**config.mk**
```make
export PLATFORM = sky130hd
export DESIGN_NAME = fvt_plane
export DESIGN_NICKNAME = d
export VERILOG_FILES = /design/src/hw/rtl/fvt_pkg.sv /design/src/hw/rtl/fvt_plane.sv
export SDC_FILE = /design/constraint.sdc
export NUM_CORES = 2
export LEC_CHECK = 0
export ABC_AREA = 1
export BUFFER_PORTS_ARGS = -buffer_cell sky130_fd_sc_hd__buf_2
export CORE_ASPECT_RATIO = 0.5
export CORE_MARGIN = 8
export CORE_UTILIZATION = 56
export CTS_CLUSTER_SIZE = 30
export DETAILED_ROUTE_END_ITERATION = 8
export GPL_ROUTABILITY_DRIVEN = 0
export PLACE_DENSITY = 0.76
export SETUP_SLACK_MARGIN = 0.5
export SYNTH_ARGS = -nofsm -noshare
export SYNTH_HDL_FRONTEND = slang
export SYNTH_SLANG_ARGS = --single-unit
```
**constraint.sdc**
```tcl
create_clock -name clk -period 6.3 [get_ports clk]
set_input_delay 0.945 -clock clk [delete_from_list [all_inputs] [get_ports clk]]
set_output_delay 0.945 -clock clk [all_outputs]
set_load 0.01 [all_outputs]
```
**src/hw/rtl/fvt_pkg.sv**
```systemverilog
// Shared types and constants for the frustum visibility test.
`default_nettype none
package fvt_pkg;

  localparam int CoordW    = 16;
  localparam int RadiusW   = 15;
  localparam int PlaneW    = 64;
  localparam int NumPlanes = 6;
  localparam int CfgIdxW   = 3;
  localparam int AlignSh   = 14;
  localparam int ProdW     = 2 * CoordW;
  localparam int DistW     = ProdW + 2;
  localparam int LimW      = RadiusW + AlignSh + 1;

  typedef logic signed [CoordW-1:0] coord_t;
  typedef logic signed [ProdW-1:0]  prod_t;
  typedef logic signed [DistW-1:0]  dist_t;
  typedef logic signed [LimW-1:0]   lim_t;
  typedef logic [PlaneW-1:0]        plane_t;
  typedef logic [1:0]               mode_t;

  localparam mode_t MODE_BOX    = 2'd0;
  localparam mode_t MODE_POINT  = 2'd1;
  localparam mode_t MODE_SPHERE = 2'd2;

  localparam logic [CfgIdxW-1:0] REG_LEFT   = 3'd0;
  localparam logic [CfgIdxW-1:0] REG_RIGHT  = 3'd1;
  localparam logic [CfgIdxW-1:0] REG_BOTTOM = 3'd2;
  localparam logic [CfgIdxW-1:0] REG_TOP    = 3'd3;
  localparam logic [CfgIdxW-1:0] REG_NEAR   = 3'd4;
  localparam logic [CfgIdxW-1:0] REG_FAR    = 3'd5;

  localparam plane_t RST_LEFT   = 64'h4000_0000_0000_0010;
  localparam plane_t RST_RIGHT  = 64'hC000_0000_0000_0010;
  localparam plane_t RST_BOTTOM = 64'h0000_4000_0000_0010;
  localparam plane_t RST_TOP    = 64'h0000_C000_0000_0010;
  localparam plane_t RST_NEAR   = 64'h0000_0000_4000_0010;
  localparam plane_t RST_FAR    = 64'h0000_0000_C000_0010;

  // Per-stage load enables of the pipeline.
  typedef struct packed {
    logic ld1;
    logic ld2;
    logic ld3;
  } stage_ctl_t;

endpackage
`default_nettype wire

```
**src/hw/rtl/fvt_plane.sv**
```systemverilog
// One plane's signed-distance pipeline: corner select and multiply, sum, compare.
`default_nettype none
module fvt_plane (
  input  logic               clk,
  input  fvt_pkg::stage_ctl_t ctl,
  input  fvt_pkg::plane_t    plane,
  input  fvt_pkg::mode_t     mode,
  input  fvt_pkg::coord_t    a [3],
  input  fvt_pkg::coord_t    b [3],
  input  fvt_pkg::lim_t      lim,
  output logic               outside_r
);
  import fvt_pkg::*;

  coord_t n    [3];
  coord_t p    [3];
  prod_t  prod_nxt [3];
  prod_t  prod_r   [3];
  coord_t off_r;
  dist_t  dist_nxt;
  dist_t  dist_r;
  logic   outside_nxt;

  always_comb begin
    for (int k = 0; k < 3; k++) begin
      n[k] = plane[PlaneW-1-CoordW*k -: CoordW];
      p[k] = (mode == MODE_BOX && !n[k][CoordW-1]) ? b[k] : a[k];
      prod_nxt[k] = ProdW'(n[k]) * ProdW'(p[k]);
    end
  end

  always_ff @(posedge clk) begin
    if (ctl.ld1) begin
      for (int k = 0; k < 3; k++) begin
        prod_r[k] <= prod_nxt[k];
      end
      off_r <= plane[CoordW-1:0];
    end
  end

  assign dist_nxt = DistW'(prod_r[0]) + DistW'(prod_r[1]) + DistW'(prod_r[2])
                  + (DistW'(off_r) <<< AlignSh);

  always_ff @(posedge clk) begin
    if (ctl.ld2) begin
      dist_r <= dist_nxt;
    end
  end

  assign outside_nxt = dist_r < DistW'(lim);

  always_ff @(posedge clk) begin
    if (ctl.ld3) begin
      outside_r <= outside_nxt;
    end
  end

endmodule
`default_nettype wire

```
==> results by group <==
Clock tree
  • TritonCTS sink count: ~150
  • Hold-fix buffers at CTS: 0
  • Clock slew at the register clock pins of the worst setup and hold paths: 0.07 ns
  • Root buf cell: clkbuf_16
  • Clk buf depth: 2
  • Num CTS Buffers: 17
  • H-tree levels: 4
  • CTS tree: done
  • Worst skew pair latency: about 0.44 ns

Yosys
  • Syn nets: 6152
  • Post-synthesis adder-cell area fraction: 51.8%
  • Top cells by count, synth: 1202 x inv_1, 969 x nand2_1, 838 x fa_1, 524 x nor2_1, 323 x ha_1
  • EDFF count, synth: 147
  • Yosys synthesis warning count: 0
  • Post-synth ARST share: 0%
  • Proportion of synthesized area in mux cells: 0.103%
  • Synth Register Bits: 147
  • Main area contributors after synthesis: fa_1 42%, inv_1 11%, edfxtp_1 11%
  • Post-synth top area share: roughly two fifths
  • Synth Area in XOR/XNOR: 1.94%
  • Synth area leader: fa_1
  • Largest family of logic cells by synthesized area: adder cells
  • Synth Area in Simple Gates: 18.0%
  • Netlist cell types: 40
  • Area fraction in compound gates after synthesis: between 4 and 5%
  • Syn Inst Count: 4795
  • Post-synthesis sequential area ratio: 11.0%
  • Count leader, synth: inv_1
  • Top_reg_cell synth: edfxtp_1
  • Post-Syn Area: 40200 sq um
  • Syn avg cell area: 8.39 sq um

Worst setup path
  • CP Data Required Time: 6.48 ns
  • Largest stage delay on the critical path: 0.65 ns
  • Top cell by count, worst path: fa_1
  • Setup crit end kind: register
  • Crit path DAT: 6.77 ns
  • Max FO, Critical Path: 6
  • Worst-path cell with the longest stage delay: fa_2
  • CP Launch Type: input port
  • CP Class: in -> reg

Detailed routing
  • First-pass detailed-route iteration total: 7
  • Antenna viol nets, final: 0
  • DRT iter0 DRCs: 3889
  • DRT Wirelength: 126 mm
  • Drt via density: 5.53
  • DR WL/cell: 19.8 um
  • DRC Markers: 0
  • Vias: approximately 35000

Timing
  • Final Hold Violating Endpoints: 0
  • Final setup vio count: 54
  • Fin Clk Skew: 0.0122 ns
  • Least-Margin Pin Slew: 0.844 ns
  • Crit share post-route: 105%
  • Slew Limit Fails: 0
  • Period minus WS final: 6.59 ns
  • Unrepaired setup endpoints after global routing: yes
  • Final Worst Setup Slack: -0.288 ns
  • Max-slew headroom: 43.8%
  • Fmax: 0.152 GHz
  • Setup TNS: -7.47 ns

Global route
  • Vias in the first global route: 37847
  • Gr usage total: 30.4%
  • Initial antenna violation count: 2
  • Largest net degree at the start of global routing: 60
  • Global-route wire length before repair: 197 mm
  • Aggregate global routing overflow: 0

Placement
  • Dpl hpwl: 103 mm
  • IO buf count: between 150 and 200
  • Worst slack, placed: -0.843 ns

Floorplanning
  • Core Box Area: 71100 sq um
  • Row count: 69
  • Die Ht: 206 um
  • Total die area: 81200 sq um
  • Boundary pin count: 197
  • Initial core utilization: 56.6%
  • Die Wd: 395 um

Final layout
  • P&R area growth vs syn: 22.9%
  • Layout cells sized above 1: 25.4%
  • Number of nets in the layout: roughly 6800

Run status
  • Status: finished with violations
  • Failing checks: setup timing

Flow run
  • Max_cap viols: 0

Worst hold path
  • Worst Hold Class: in -> reg
==> per-stage QoR <==
| step | instance area, sq um | instances | util (%) | hold slack, ns |
|---|---|---|---|---|
| 6_report | 49400 | 6378 | 69.6 | 0.674 |
| 4_1_cts | 48500 | 6352 | 68.3 | 0.663 |
| 2_1_floorplan | 41400 | 4795 | - | 0.680 |
| 5_1_grt | 49400 | 6374 | 69.6 | 0.655 |
| 3_5_place_dp | 46200 | 6267 | 65.0 | 0.773 |
| 3_3_place_gp | 46200 | 6267 | 65.0 | 0.774 |
==> layer usage <==
metal,up-vias,GRT usage [%],wire (um)
li1,15396,-,-
met1,17171,38.5,46700
met2,2174,49.6,57800
met3,520,8.89,15200
met4,0,11.8,6450
met5,-,0,0
==> placed cells by master, fill, tap and decap left out, types with 64 or more instances in the layout <==
master and n:
a21oi_1 85, buf_2 193, buf_4 418, edfxtp_1 147
fa_1 765, fa_2 73, ha_1 267, inv_1 1120
inv_2 76, nand2_1 853, nand2_2 74, nand3_1 98
nor2_1 438, nor2_2 64
==> registers in the layout, summed over array words and instances, names as in the netlist <==
signal / flops
outside_r: 1
dist_r: 34
prod_r: 96
off_r: 16
==> worst paths after layout <==
check / cells after the start / slack (ns) / endpoint / start
hold reg to reg: 2 / 0.81 / dist_r[1] / prod_r[0][65]
hold / removal: 1 / 0.67 / off_r[15] / plane[15]
setup reg to reg: 11 / 2.90 / dist_r[31] / off_r[6]
setup / recovery: 29 / -0.29 / prod_r[0][56] / mode[1]
==> final cells by class <==
cell class | instances | area [sq um]
inverters | 1240 | 4750
repair buffers | 672 | 4960
clock buffers | 18 | 429
flip-flops and latches | 147 | 4410
well taps | 958 | 1200
multi-input cells | 3320 | 33500
fillers | 4969 | 21600
diodes | 4 | 10.0
repair inverters | 5 | 37.5
clock inverters | 14 | 159
==> worst max-delay path, delay by kind of cell <==
| kind | cells | cell delay [ns] |
|---|---|---|
| buffers and inverters | 10 | 1.00 |
| AOI/OAI and AO/OA | 3 | 0.49 |
| adders and majority gates | 7 | 3.26 |
| and+or+nand+nor | 9 | 1.07 |
==> timing repair <==
item,CTS,global route
cloned,5,1
pin swaps,191,94
setup endpoints to repair,71,73
gates resized for setup,362,189
buffers inserted,48,21
==> cell families (layout without fill, tap and decap cells) <==
family | Yosys count | in the layout
AO/OA/AOI/OAI | 286 | 286
XOR/XNOR | 89 | 89
adder cells (fa/ha/maj) | 1161 | 1161
AND/OR/NAND/NOR | 1781 | 1781
buffers and inverters | 1328 | 1949
multiplexers | 3 | 3
other | 0 | 4
flip-flops | 147 | 147
Power is not shown: default switching activity piles up to over one toggle a cycle in this logic, so the estimate is an artifact.
